==> src/hdl/ps2q_pkg.sv <==
// ps2q_pkg: types, constants and operation codes for the ps/2 mouse event queue
// shared by the response channel interface, the front end, the op queue, the back end and the top
// no dependencies
package ps2q_pkg;

	// event ring depth default and fixed field widths
	localparam int DEFAULT_EVENT_DEPTH = 64;
	localparam int LVL_W               = 7;
	localparam int OPQ_DEPTH           = 2;

	// header byte masks
	localparam logic [7:0] SYNC_MASK = 8'h08;
	localparam logic [7:0] OVF_MASK  = 8'hC0;
	localparam logic [7:0] BTN_MASK  = 8'h07;

	// request command codes
	localparam logic CMD_DATA = 1'b0;
	localparam logic CMD_POP  = 1'b1;

	// packet byte position
	typedef enum logic [1:0] {
		POS_HEADER = 2'd0,
		POS_X      = 2'd1,
		POS_Y      = 2'd2
	} pos_t;

	// operation handed from front to back
	typedef enum logic [1:0] {
		OP_FLAGS = 2'd0,
		OP_PUSH  = 2'd1,
		OP_POP   = 2'd2
	} op_kind_t;

	typedef struct packed {
		logic [2:0] buttons;
		logic [7:0] dy;
		logic [7:0] dx;
	} evt_t;

	typedef struct packed {
		op_kind_t kind;
		logic     handled;
		logic     sync_dropped;
		logic     overflow_dropped;
		evt_t     evt;
	} op_t;

endpackage

==> src/hdl/ps2q_ifs.sv <==
// ps2q channel interfaces: request, response and configuration write channels
// each carries valid, ready and payload; depends on ps2q_pkg
interface ps2q_req_if;
	logic       valid;
	logic       ready;
	logic       cmd;
	logic       aux_flag;
	logic [7:0] data_byte;

	modport source(output valid, output cmd, output aux_flag, output data_byte, input ready);
	modport sink(input valid, input cmd, input aux_flag, input data_byte, output ready);
endinterface

interface ps2q_rsp_if import ps2q_pkg::*; ();
	logic              valid;
	logic              ready;
	logic              handled;
	logic              sync_dropped;
	logic              overflow_dropped;
	logic              full_dropped;
	logic              event_valid;
	logic signed [7:0] move_x;
	logic signed [7:0] move_y;
	logic [2:0]        button_bits;
	logic [LVL_W-1:0]  queue_level;

	modport source(output valid, output handled, output sync_dropped, output overflow_dropped,
		output full_dropped, output event_valid, output move_x, output move_y,
		output button_bits, output queue_level, input ready);
	modport sink(input valid, input handled, input sync_dropped, input overflow_dropped,
		input full_dropped, input event_valid, input move_x, input move_y,
		input button_bits, input queue_level, output ready);
endinterface

interface ps2q_cfg_if;
	logic valid;
	logic ready;
	logic enabled;

	modport source(output valid, output enabled, input ready);
	modport sink(input valid, input enabled, output ready);
endinterface

==> src/hdl/ps2q_front.sv <==
// ps2q_front: accepts requests, holds the enable register and assembles packets
// emits one classified op per request; depends on ps2q_pkg and ps2q_ifs
module ps2q_front import ps2q_pkg::*; (
	input  logic          clk,
	input  logic          arst_n,
	ps2q_req_if.sink      req,
	ps2q_cfg_if.sink      cfg,
	input  logic          op_ready,
	output logic          op_valid,
	output op_t           op
);

	pos_t       pos_q, pos_d;
	logic       enabled_q;
	logic [7:0] header_q, header_d;
	logic [7:0] x_q, x_d;
	logic [2:0] prior_btn_q, prior_btn_d;
	logic       prior_known_q, prior_known_d;
	logic       accept;
	logic [2:0] btn;

	// handshakes
	assign req.ready = op_ready;
	assign cfg.ready = 1'b1;
	assign accept    = req.valid & op_ready;
	assign op_valid  = accept;
	assign btn       = header_q[2:0] & BTN_MASK[2:0];

	// config register
	always_ff @(posedge clk or negedge arst_n) begin
		if (!arst_n) begin
			enabled_q <= 1'b0;
		end else if (cfg.valid) begin
			enabled_q <= cfg.enabled;
		end
	end

	// control state
	always_ff @(posedge clk or negedge arst_n) begin
		if (!arst_n) begin
			pos_q         <= POS_HEADER;
			prior_btn_q   <= '0;
			prior_known_q <= 1'b0;
		end else if (accept) begin
			pos_q         <= pos_d;
			prior_btn_q   <= prior_btn_d;
			prior_known_q <= prior_known_d;
		end
	end

	// packet byte holding registers
	always_ff @(posedge clk) begin
		if (accept) begin
			header_q <= header_d;
			x_q      <= x_d;
		end
	end

	// classify the request and compute next packet state
	always_comb begin
		pos_d         = pos_q;
		header_d      = header_q;
		x_d           = x_q;
		prior_btn_d   = prior_btn_q;
		prior_known_d = prior_known_q;
		op.kind             = OP_FLAGS;
		op.handled          = 1'b0;
		op.sync_dropped     = 1'b0;
		op.overflow_dropped = 1'b0;
		op.evt.buttons      = btn;
		op.evt.dy           = req.data_byte;
		op.evt.dx           = x_q;
		if (req.cmd == CMD_POP) begin
			op.kind = OP_POP;
		end else if (req.aux_flag) begin
			op.handled = 1'b1;
			if (enabled_q) begin
				unique case (pos_q)
					POS_HEADER: begin
						if ((req.data_byte & SYNC_MASK) == '0) begin
							op.sync_dropped = 1'b1;
						end else begin
							header_d = req.data_byte;
							pos_d    = POS_X;
						end
					end
					POS_X: begin
						x_d   = req.data_byte;
						pos_d = POS_Y;
					end
					default: begin
						pos_d = POS_HEADER;
						if ((header_q & OVF_MASK) != '0) begin
							op.overflow_dropped = 1'b1;
						end else if (!(x_q == '0 && req.data_byte == '0 && prior_known_q
								&& btn == prior_btn_q)) begin
							prior_btn_d   = btn;
							prior_known_d = 1'b1;
							op.kind       = OP_PUSH;
						end
					end
				endcase
			end
		end
	end

endmodule

==> src/hdl/ps2q_op_fifo.sv <==
// ps2q_op_fifo: short queue of classified ops between front and back
// two entries, registered; depends on ps2q_pkg
module ps2q_op_fifo import ps2q_pkg::*; (
	input  logic clk,
	input  logic arst_n,
	input  logic push_valid,
	output logic push_ready,
	input  op_t  push_op,
	output logic pop_valid,
	input  logic pop_ready,
	output op_t  pop_op
);

	localparam int PTR_W = $clog2(OPQ_DEPTH);
	localparam int CNT_W = $clog2(OPQ_DEPTH + 1);

	op_t              entry_q [OPQ_DEPTH];
	logic [PTR_W-1:0] wr_ptr_q;
	logic [PTR_W-1:0] rd_ptr_q;
	logic [CNT_W-1:0] cnt_q;
	logic             do_push;
	logic             do_pop;

	assign push_ready = cnt_q != CNT_W'(OPQ_DEPTH);
	assign pop_valid  = cnt_q != '0;
	assign pop_op     = entry_q[rd_ptr_q];
	assign do_push    = push_valid & push_ready;
	assign do_pop     = pop_valid & pop_ready;

	// pointers and fill count
	always_ff @(posedge clk or negedge arst_n) begin
		if (!arst_n) begin
			wr_ptr_q <= '0;
			rd_ptr_q <= '0;
			cnt_q    <= '0;
		end else begin
			if (do_push) begin
				wr_ptr_q <= (wr_ptr_q == PTR_W'(OPQ_DEPTH - 1)) ? '0 : wr_ptr_q + 1'b1;
			end
			if (do_pop) begin
				rd_ptr_q <= (rd_ptr_q == PTR_W'(OPQ_DEPTH - 1)) ? '0 : rd_ptr_q + 1'b1;
			end
			if (do_push && !do_pop) begin
				cnt_q <= cnt_q + 1'b1;
			end else if (do_pop && !do_push) begin
				cnt_q <= cnt_q - 1'b1;
			end
		end
	end

	// entry storage
	always_ff @(posedge clk) begin
		if (do_push) begin
			entry_q[wr_ptr_q] <= push_op;
		end
	end

endmodule

==> src/hdl/ps2q_back.sv <==
// ps2q_back: event ring memory, ring indexes and the registered response stage
// carries out push and pop ops in order; depends on ps2q_pkg and ps2q_ifs
module ps2q_back import ps2q_pkg::*; #(
	parameter int EVENT_DEPTH = DEFAULT_EVENT_DEPTH
) (
	input  logic      clk,
	input  logic      arst_n,
	input  logic      op_valid,
	output logic      op_ready,
	input  op_t       op,
	ps2q_rsp_if.source rsp
);

	localparam int IDX_W = $clog2(EVENT_DEPTH);
	localparam int CNT_W = $clog2(EVENT_DEPTH + 1);

	evt_t             ring [EVENT_DEPTH];
	evt_t             rd_data_q;
	logic [IDX_W-1:0] wr_idx_q;
	logic [IDX_W-1:0] rd_idx_q;
	logic [CNT_W-1:0] count_q;
	logic [CNT_W-1:0] count_d;
	logic             advance;
	logic             full;
	logic             empty;
	logic             do_write;
	logic             do_read;
	logic             out_valid_q;
	logic             handled_q;
	logic             sync_q;
	logic             ovf_q;
	logic             full_drop_q;
	logic             evt_valid_q;
	logic [LVL_W-1:0] level_q;

	// step when the response register is free or being drained
	assign advance  = op_valid & (~out_valid_q | rsp.ready);
	assign op_ready = advance;
	assign full     = count_q == CNT_W'(EVENT_DEPTH);
	assign empty    = count_q == '0;
	assign do_write = advance & (op.kind == OP_PUSH) & ~full;
	assign do_read  = advance & (op.kind == OP_POP) & ~empty;

	// next fill count
	always_comb begin
		count_d = count_q;
		if (do_write) begin
			count_d = count_q + 1'b1;
		end else if (do_read) begin
			count_d = count_q - 1'b1;
		end
	end

	// ring memory, registered read
	always_ff @(posedge clk) begin
		if (do_write) begin
			ring[wr_idx_q] <= op.evt;
		end
		if (do_read) begin
			rd_data_q <= ring[rd_idx_q];
		end
	end

	// ring indexes, count and response valid
	always_ff @(posedge clk or negedge arst_n) begin
		if (!arst_n) begin
			wr_idx_q    <= '0;
			rd_idx_q    <= '0;
			count_q     <= '0;
			out_valid_q <= 1'b0;
		end else begin
			count_q <= count_d;
			if (do_write) begin
				wr_idx_q <= (wr_idx_q == IDX_W'(EVENT_DEPTH - 1)) ? '0 : wr_idx_q + 1'b1;
			end
			if (do_read) begin
				rd_idx_q <= (rd_idx_q == IDX_W'(EVENT_DEPTH - 1)) ? '0 : rd_idx_q + 1'b1;
			end
			if (advance) begin
				out_valid_q <= 1'b1;
			end else if (rsp.ready) begin
				out_valid_q <= 1'b0;
			end
		end
	end

	// response payload
	always_ff @(posedge clk) begin
		if (advance) begin
			handled_q   <= op.handled;
			sync_q      <= op.sync_dropped;
			ovf_q       <= op.overflow_dropped;
			full_drop_q <= (op.kind == OP_PUSH) & full;
			evt_valid_q <= do_read;
			level_q     <= LVL_W'(count_d);
		end
	end

	// response outputs; event fields read as zero without an event
	assign rsp.valid            = out_valid_q;
	assign rsp.handled          = handled_q;
	assign rsp.sync_dropped     = sync_q;
	assign rsp.overflow_dropped = ovf_q;
	assign rsp.full_dropped     = full_drop_q;
	assign rsp.event_valid      = evt_valid_q;
	assign rsp.move_x           = evt_valid_q ? $signed(rd_data_q.dx) : '0;
	assign rsp.move_y           = evt_valid_q ? $signed(rd_data_q.dy) : '0;
	assign rsp.button_bits      = evt_valid_q ? rd_data_q.buttons : '0;
	assign rsp.queue_level      = level_q;

endmodule

==> src/hdl/ps2_mouse_packet_event_queue_top.sv <==
// ps2_mouse_packet_event_queue_top: ps/2 mouse 3-byte packet decoder with event queue
// instantiates ps2q_front, ps2q_op_fifo and ps2q_back; depends on ps2q_pkg and ps2q_ifs
//
// usage:
//   req carries either a controller byte (cmd 0, with its aux flag) or a pop (cmd 1).
//   rsp returns exactly one result per request, in request order: drop flags for a
//   byte, or the oldest event for a pop, plus the event count after the request.
//   cfg writes the enabled bit; aux bytes are only decoded while it is set. write it
//   only while no request is in flight.
//   a transferred request passes through the op queue into the back end and its result
//   is registered in rsp; throughput is one request per cycle while rsp is not stalled,
//   set by the single-port ring access in the back end (one push or pop per cycle).
//   reset clears the packet position, last buttons, ring indexes, count and the rsp valid
//   flag; the ring contents are not cleared and no clearing pass runs.
//   when rsp stalls, the result register holds, the two-entry op queue fills and then
//   req.ready drops until the receiver takes a result.
module ps2_mouse_packet_event_queue_top import ps2q_pkg::*; #(
	parameter int EVENT_DEPTH = DEFAULT_EVENT_DEPTH
) (
	input  logic       clk,
	input  logic       arst_n,
	ps2q_req_if.sink   req,
	ps2q_cfg_if.sink   cfg,
	ps2q_rsp_if.source rsp
);

	logic fr_valid;
	logic fr_ready;
	op_t  fr_op;
	logic bk_valid;
	logic bk_ready;
	op_t  bk_op;

	// front end: accept and classify
	ps2q_front u_front (
		.clk      (clk),
		.arst_n   (arst_n),
		.req      (req),
		.cfg      (cfg),
		.op_ready (fr_ready),
		.op_valid (fr_valid),
		.op       (fr_op)
	);

	// decoupling queue
	ps2q_op_fifo u_op_fifo (
		.clk        (clk),
		.arst_n     (arst_n),
		.push_valid (fr_valid),
		.push_ready (fr_ready),
		.push_op    (fr_op),
		.pop_valid  (bk_valid),
		.pop_ready  (bk_ready),
		.pop_op     (bk_op)
	);

	// back end: ring and response
	ps2q_back #(
		.EVENT_DEPTH (EVENT_DEPTH)
	) u_back (
		.clk      (clk),
		.arst_n   (arst_n),
		.op_valid (bk_valid),
		.op_ready (bk_ready),
		.op       (bk_op),
		.rsp      (rsp)
	);

endmodule
==> src/flat_wrapper.sv <==
// flat-port wrapper written by rule: the top's interface ports become plain ports
module ps2_mouse_packet_event_queue_top_flat import ps2q_pkg::*;
#(
	parameter int EVENT_DEPTH = DEFAULT_EVENT_DEPTH
)
  (clk, arst_n, req_valid, req_cmd, req_aux_flag, req_data_byte, req_ready, cfg_valid, cfg_enabled, cfg_ready, rsp_valid, rsp_handled, rsp_sync_dropped, rsp_overflow_dropped, rsp_full_dropped, rsp_event_valid, rsp_move_x, rsp_move_y, rsp_button_bits, rsp_queue_level, rsp_ready);
  ps2q_req_if req_i ();
  ps2q_cfg_if cfg_i ();
  ps2q_rsp_if rsp_i ();
  input  logic clk;
  input  logic arst_n;
  input wire logic [$bits(req_i.valid)-1:0] req_valid;
  input wire logic [$bits(req_i.cmd)-1:0] req_cmd;
  input wire logic [$bits(req_i.aux_flag)-1:0] req_aux_flag;
  input wire logic [$bits(req_i.data_byte)-1:0] req_data_byte;
  output wire logic [$bits(req_i.ready)-1:0] req_ready;
  input wire logic [$bits(cfg_i.valid)-1:0] cfg_valid;
  input wire logic [$bits(cfg_i.enabled)-1:0] cfg_enabled;
  output wire logic [$bits(cfg_i.ready)-1:0] cfg_ready;
  output wire logic [$bits(rsp_i.valid)-1:0] rsp_valid;
  output wire logic [$bits(rsp_i.handled)-1:0] rsp_handled;
  output wire logic [$bits(rsp_i.sync_dropped)-1:0] rsp_sync_dropped;
  output wire logic [$bits(rsp_i.overflow_dropped)-1:0] rsp_overflow_dropped;
  output wire logic [$bits(rsp_i.full_dropped)-1:0] rsp_full_dropped;
  output wire logic [$bits(rsp_i.event_valid)-1:0] rsp_event_valid;
  output wire logic [$bits(rsp_i.move_x)-1:0] rsp_move_x;
  output wire logic [$bits(rsp_i.move_y)-1:0] rsp_move_y;
  output wire logic [$bits(rsp_i.button_bits)-1:0] rsp_button_bits;
  output wire logic [$bits(rsp_i.queue_level)-1:0] rsp_queue_level;
  input wire logic [$bits(rsp_i.ready)-1:0] rsp_ready;
  assign req_i.valid = req_valid;
  assign req_i.cmd = req_cmd;
  assign req_i.aux_flag = req_aux_flag;
  assign req_i.data_byte = req_data_byte;
  assign req_ready = req_i.ready;
  assign cfg_i.valid = cfg_valid;
  assign cfg_i.enabled = cfg_enabled;
  assign cfg_ready = cfg_i.ready;
  assign rsp_valid = rsp_i.valid;
  assign rsp_handled = rsp_i.handled;
  assign rsp_sync_dropped = rsp_i.sync_dropped;
  assign rsp_overflow_dropped = rsp_i.overflow_dropped;
  assign rsp_full_dropped = rsp_i.full_dropped;
  assign rsp_event_valid = rsp_i.event_valid;
  assign rsp_move_x = rsp_i.move_x;
  assign rsp_move_y = rsp_i.move_y;
  assign rsp_button_bits = rsp_i.button_bits;
  assign rsp_queue_level = rsp_i.queue_level;
  assign rsp_i.ready = rsp_ready;
  ps2_mouse_packet_event_queue_top #(.EVENT_DEPTH(EVENT_DEPTH)) u_core (.clk(clk), .arst_n(arst_n), .req(req_i), .cfg(cfg_i), .rsp(rsp_i));
endmodule
==> config.mk <==
export PLATFORM = sky130hd
export DESIGN_NAME = ps2_mouse_packet_event_queue_top_flat
export DESIGN_NICKNAME = d
export VERILOG_FILES = /design/src/hdl/ps2q_pkg.sv /design/src/hdl/ps2q_ifs.sv /design/src/hdl/ps2q_front.sv /design/src/hdl/ps2q_op_fifo.sv /design/src/hdl/ps2q_back.sv /design/src/hdl/ps2_mouse_packet_event_queue_top.sv /design/src/flat_wrapper.sv
export SDC_FILE = /design/constraint.sdc
export NUM_CORES = 1
export LEC_CHECK = 0
export BUFFER_PORTS_ARGS = -buffer_cell sky130_fd_sc_hd__buf_2
export CAP_MARGIN = 20
export CORE_MARGIN = 1.5
export CORE_UTILIZATION = 60
export DETAILED_ROUTE_END_ITERATION = 8
export MAX_ROUTING_LAYER = met4
export PLACE_DENSITY_LB_ADDON = 0.15
export RECOVER_POWER = 100
export SLEW_MARGIN = 30
export SYNTH_ARGS = -nofsm -noshare
export SYNTH_HDL_FRONTEND = slang
export SYNTH_SLANG_ARGS = --single-unit
==> constraint.sdc <==
create_clock -name clk -period 3.5 [get_ports clk]
set_input_delay 0.35 -clock clk [delete_from_list [all_inputs] [get_ports clk]]
set_output_delay 0.35 -clock clk [all_outputs]
set_load 0.02 [all_outputs]
* Word-level counts from Yosys, hierarchy flattened
Memories as Yosys holds them, arrays and structs flattened. A register that Yosys moved wholly into a read port is not among the register bits.
Cells that the tools add are included.
W data, S select, Z words.
** Word-level totals
- Bits in registers :: 59
- RAM bits :: 1264
- Memories :: 2
** Memories
- u_core.u_back.ring :: words 64, width 19, rd ports 1, clocked after Yosys merged registers in 1, wr ports 1, line ps2q_back.sv:17 : evt_t ring [EVENT_DEPTH];
- u_core.u_op_fifo.entry_q :: words 2, width 24, rd ports 1, clocked after Yosys merged registers in 0, wr ports 1, line ps2q_op_fifo.sv:17 : op_t entry_q [OPQ_DEPTH];
** Operators by class
- Add/subtract/negate cells :: 8
- Equal/unequal tests :: 9
- Multiplexer cells :: 31
- Bitwise operators :: 18
- Reductions and logical operators :: 21
** Operators with widths (number)
- $logic_not A8 Y1 :: 3
- $mux W1 :: 16
- $mux W8 :: 2
- $mux W7 :: 2
- $add A6 B1 Y6 const B :: 2
- $eq A6 B6 Y1 const B :: 2
- $mux W6 :: 2
- $mux W2 :: 5
- $reduce_and A5 Y1 :: 2
- $and A1 B1 Y1 :: 9
- $not A1 Y1 :: 8
- $reduce_bool A8 Y1 :: 1
- $add A7 B1 Y7 const B :: 1
- $eq A7 B7 Y1 const B :: 1
- $logic_not A7 Y1 :: 1
- $reduce_and A7 Y1 :: 1
- $sub A7 B1 Y7 const B :: 1
- $mux W3 :: 2
- $reduce_and A6 Y1 :: 1
- $reduce_bool A2 Y1 :: 3
- $logic_and A1 B1 Y1 :: 5
- $eq A2 B1 Y1 const B :: 2
- $mux W4 :: 1
- $ne A2 B2 Y1 const B :: 2
- 10 further kinds :: 12

* Logic depth before layout (Yosys ltp)
- Depth after elaboration :: 10
- Depth in mapped cells :: 9
- Mapped depth without buffers :: 8

* By module
From an unflattened synthesis, not the netlist that was laid out.
** Unflattened totals
- Cell total of the unflattened synthesis :: 2613
- Area total of the unflattened synthesis :: 52354.0 um2
** Modules (own cells, without submodules)
- ps2q_back :: times used 1, cells each 2454, area each 49399.9 um2, seq. area each 37946.4 um2
- ps2q_op_fifo :: times used 1, cells each 93, area each 2030.7 um2, seq. area each 1541.5 um2
- ps2q_front :: times used 1, cells each 66, area each 923.4 um2, seq. area each 565.5 um2

* Worst setup path after synthesis
No wires, ideal clock.
- Path kind :: register -> register
- Start :: register u_core.u_op_fifo.rd_ptr_q
- End :: memory u_core.u_back.ring[28][0] (netlist bit) (enable)
- Setup time :: 0.395 ns
- Arrival time :: 2.684 ns
- Data required time :: 3.105 ns
- Setup slack :: 0.422 ns
- Cell stages (with the launch flop) :: 8
- Path through :: dfrtp_1 buf_6 or3b_4 a211oi_4 nand3_1 or3_1 clkbuf_1 nor2_1
** On the way
- Longest elaborated chain between the ends :: 6
** Ends and longest elaborated chain
- start: declaration :: line ps2q_op_fifo.sv:19 : logic [PTR_W-1:0] rd_ptr_q;
- start signal: assignment :: line ps2q_op_fifo.sv:41 : rd_ptr_q <= (rd_ptr_q == PTR_W'(OPQ_DEPTH - 1)) ? '0 : rd_ptr_q + 1'b1;
- $mem_v2 Z2 W24
- $eq A2 B1 Y1 :: line ps2q_back.sv:41 : assign do_write = advance & (op.kind == OP_PUSH) & ~full;
- $and A1 B1 Y1 (2 in a row) :: line ps2q_back.sv:41
- $mux W1 :: line ps2q_back.sv:56 : if (do_write) begin
- $mux W1 (not written as such) :: line ps2q_back.sv:57 : ring[wr_idx_q] <= op.evt;
- end: declaration :: line ps2q_back.sv:17
No other way between the ends.

==> impl_metrics.env <==
export IMPL_dieArea_um2=87600
export IMPL_wirelength_mm=117
export IMPL_netlist_area_um2=51500
export IMPL_ys_seq_area_share_pct=77.8
export IMPL_finClkSkew_ns=0.0292
export IMPL_ys_top_cells_by_area="edfxtp_1 (76%), mux4_2 (11%), mux2i_1 (3.4%)"
export IMPL_seq_area_um2=40100
export IMPL_startpoint_type="register"
export IMPL_dp_slack_ns=0.149
export IMPL_clk_latency_ns=0.74
export IMPL_syn_inst=2393
export IMPL_crit_type="register to register"
export IMPL_ant_nets=0
export IMPL_total_leakage_power_nw=18.4
export IMPL_met1_length_mm=47.3
export IMPL_cts_tree="built"
export IMPL_die_w_um=296
export IMPL_gp_congestion=0.872
export IMPL_grt_ovfl_total=0
export IMPL_setup_viol=0
export IMPL_synth_largest_area_cell="edfxtp_1"
export IMPL_syn_to_final_growth_pct=12.6
export IMPL_min_period_over_period_pct=99.8
export IMPL_highest_layer="met4"
export IMPL_wire_per_inst_um=30.1
export IMPL_nNetsFinal=2644
export IMPL_cts_root_buf="clkbuf_16"
export IMPL_setup_slack_ns=0.00868
export IMPL_arrival_ns=3.97
export IMPL_portBuffers=48
export IMPL_hold_viol_final=0
export IMPL_clkSinkCount=1339
export IMPL_fin_setup_tns_ns=0
export IMPL_synth_top_area_share_pct=76.3
export IMPL_finalCriticalPeriod_ns=3.49
export IMPL_run_status="complete, but fails checks"
export IMPL_grt_pass1_wl_mm=170
export IMPL_multiInputGateArea_um2=10800
export IMPL_start_util_pct=60.5
export IMPL_synth_fp_nets=2414
export IMPL_yosys_warnings=0
export IMPL_cts_clk_slew_worst_paths_ns=0.06
export IMPL_wl_met3_mm=10.9
export IMPL_via_per_inst=6.48
export IMPL_die_h_um=296
export IMPL_yosysUniqueCellTypes=58
export IMPL_cts_path_max_buffers=3
export IMPL_antenna_found_initial=3
export IMPL_nFillCells=5365
export IMPL_grt_total_usage_pct=28.2
export IMPL_avgSynthCellArea_um2=21.5
export IMPL_ir_worst_vdd_v=0.000486
export IMPL_async_reset_ff_share_pct=2.32
export IMPL_grt_max_degree=70
export IMPL_tightestPinTransition_ns=2.00
export IMPL_numCtsBuffers=133
export IMPL_powerDensity_nw_per_um2=800
export IMPL_first_pass_iters=6
export IMPL_clock_fmax_mhz=286
export IMPL_routed_wl_met2_mm=55.5
export IMPL_max_slew_margin_pct=-33.0
export IMPL_core_region_area_um2=85100
export IMPL_first_global_vias=25049
export IMPL_endpoint_kind="register"
export IMPL_via_count=25083
export IMPL_synth_edf_count=1308
export IMPL_maxCapViolCount=12
export IMPL_drcViolationCount=0
export IMPL_cp_max_fo=41
export IMPL_synth_ff_type="edfxtp_1"
export IMPL_violations="capacitance limit, slew limit"
export IMPL_cp_required_ns=3.98
export IMPL_antenna_cells=0
export IMPL_rsz0062_at_grt="no"
export IMPL_drive_gt1_share_pct=24.2
export IMPL_htreeDepth=4
export IMPL_drv_slew=725
export IMPL_ys_seq_elements=1339
export IMPL_num_rows=107
export IMPL_drt_iter0_markers=3232
export IMPL_hpwl_mm=67.9
export IMPL_hold_path_class="primary input to register"
export IMPL_io_pins=50
==> critical path, stage by stage, from the launching register on <==
cell      delay (ns)
dfrtp_4         0.99
clkbuf_2        0.46
mux4_2          0.37
a22o_1          0.29
a211oi_1        0.53
buf_4           0.24
a211oi_1        0.08
a211o_1         0.25
==> sequential cells by signal (all words and copies together), names as in the netlist, 2 cells and up <==
signal,count
u_core.u_back.ring,1216
u_core.u_op_fifo.entry_q,48
u_core.u_back.rd_data_q,19
u_core.u_front.x_q,8
u_core.u_back.count_q,7
u_core.u_back.rsp.queue_level,7
u_core.u_back.rd_idx_q,6
u_core.u_back.wr_idx_q,6
u_core.u_front.header_q,5
u_core.u_front.prior_btn_q,3
u_core.u_front.pos_q,2
u_core.u_op_fifo.cnt_q,2
==> cell usage after synthesis, types with 13 or more instances <==
cell,number
nor2b_1,15
mux2i_1,177
mux4_2,255
o31ai_1,13
dfrtp_1,31
a22o_1,19
buf_4,13
nand2_1,21
a21oi_1,21
edfxtp_1,1308
clkbuf_1,67
o22ai_1,38
mux2_2,26
buf_2,43
a211o_1,19
a211oi_1,45
and2_1,26
nor2_1,81
o221ai_1,19
==> layout by cell type, fill, tap and decap left out, types with 21 or more instances in the layout <==
cell       count
nor2_2        33
clkbuf_2      86
mux2i_1      177
edfxtp_1    1308
buf_4         50
dfrtp_1       27
o22ai_1       38
nand2_1       22
nor2_1        56
a211oi_1      45
clkbuf_1      79
mux4_2       255
clkbuf_16    139
a21oi_1       21
clkinv_1      30
==> report_power, final <==
group	switching (mW)	leakage [nW]	internal (mW)	total [mW]
combinational	7.52	4.26	4.59	12.1
sequential	0.653	12.2	20.2	20.8
clock	5.73	2.00	7.70	13.4
==> metal layers <==
metal | vias up | GRT usage [%]
li1 | 10478 | -
met1 | 13245 | 40.8
met2 | 1178 | 41.4
met3 | 182 | 5.98
met4 | 0 | 7.77
met5 | - | -
==> final cells by class <==
cell class,count,area share [%]
clock buffer,170,6.20
sequential,1339,69.1
tap,1144,2.47
inverter,5,0.0324
multi-input combinational,913,18.7
timing repair buffer,231,2.63
clock inverter,66,0.887
==> metrics by stage <==
stage | hold slack, ns | std cells | cell area (µm²) | utilization (%) | power (mW)
after global routing | 0.0460 | 3868 | 58000 | 68.1 | 48.0
after CTS | 0.00656 | 3868 | 58400 | 68.6 | 46.6
after detailed placement | 0.446 | 3619 | 54100 | 63.6 | 33.2
after floorplan | 0.0544 | 2393 | 51500 | - | 28.4
final | 0.0519 | 3868 | 58000 | 68.1 | 46.4
after global placement | 0.443 | 3619 | 54100 | 63.6 | 32.9
==> what timing repair did <==
action	4_1_cts	5_1_grt
hold buffers	13	0
hold endpoints to repair	66	0
resized for setup	0	0
setup buffers	0	0
==> final timing paths <==
path	start	end	slack, ns	cells past startpoint
max	u_core.u_back.rd_idx_q[2]$_DFFE_PN0P_	u_core.u_back.rd_data_q[4]$_DFFE_PP_	0.009	7
min	req_aux_flag	u_core.u_op_fifo.entry_q[1][21]$_DFFE_PP_	0.05	2
max reg2reg	u_core.u_back.rd_idx_q[2]$_DFFE_PN0P_	u_core.u_back.rd_data_q[4]$_DFFE_PP_	0.009	7
min reg2reg	u_core.u_front.prior_known_q$_DFFE_PN0P_	u_core.u_front.prior_known_q$_DFFE_PN0P_	0.46	1
max in group asynchronous	arst_n	u_core.u_back.rd_idx_q[0]$_DFFE_PN0P_	1.36	2
min in group asynchronous	arst_n	u_core.u_front.prior_btn_q[0]$_DFFE_PN0P_	0.73	2
==> logic make-up after synthesis <==
| kind of cell | count (synthesis) | synth area share (%) |
|---|---|---|
| XOR/XNOR | 18 | 0.306 |
| AO/OA/AOI/OAI | 227 | 3.28 |
| adder cells (fa/ha/maj) | 5 | 0.122 |
| multiplexers | 458 | 15.2 |
| AND/OR/NAND/NOR | 204 | 2.05 |
| flip-flops | 1339 | 77.8 |
| other | 1 | 0.00728 |
| buffers and inverters | 141 | 1.26 |
(Power assumes the default switching activity.)
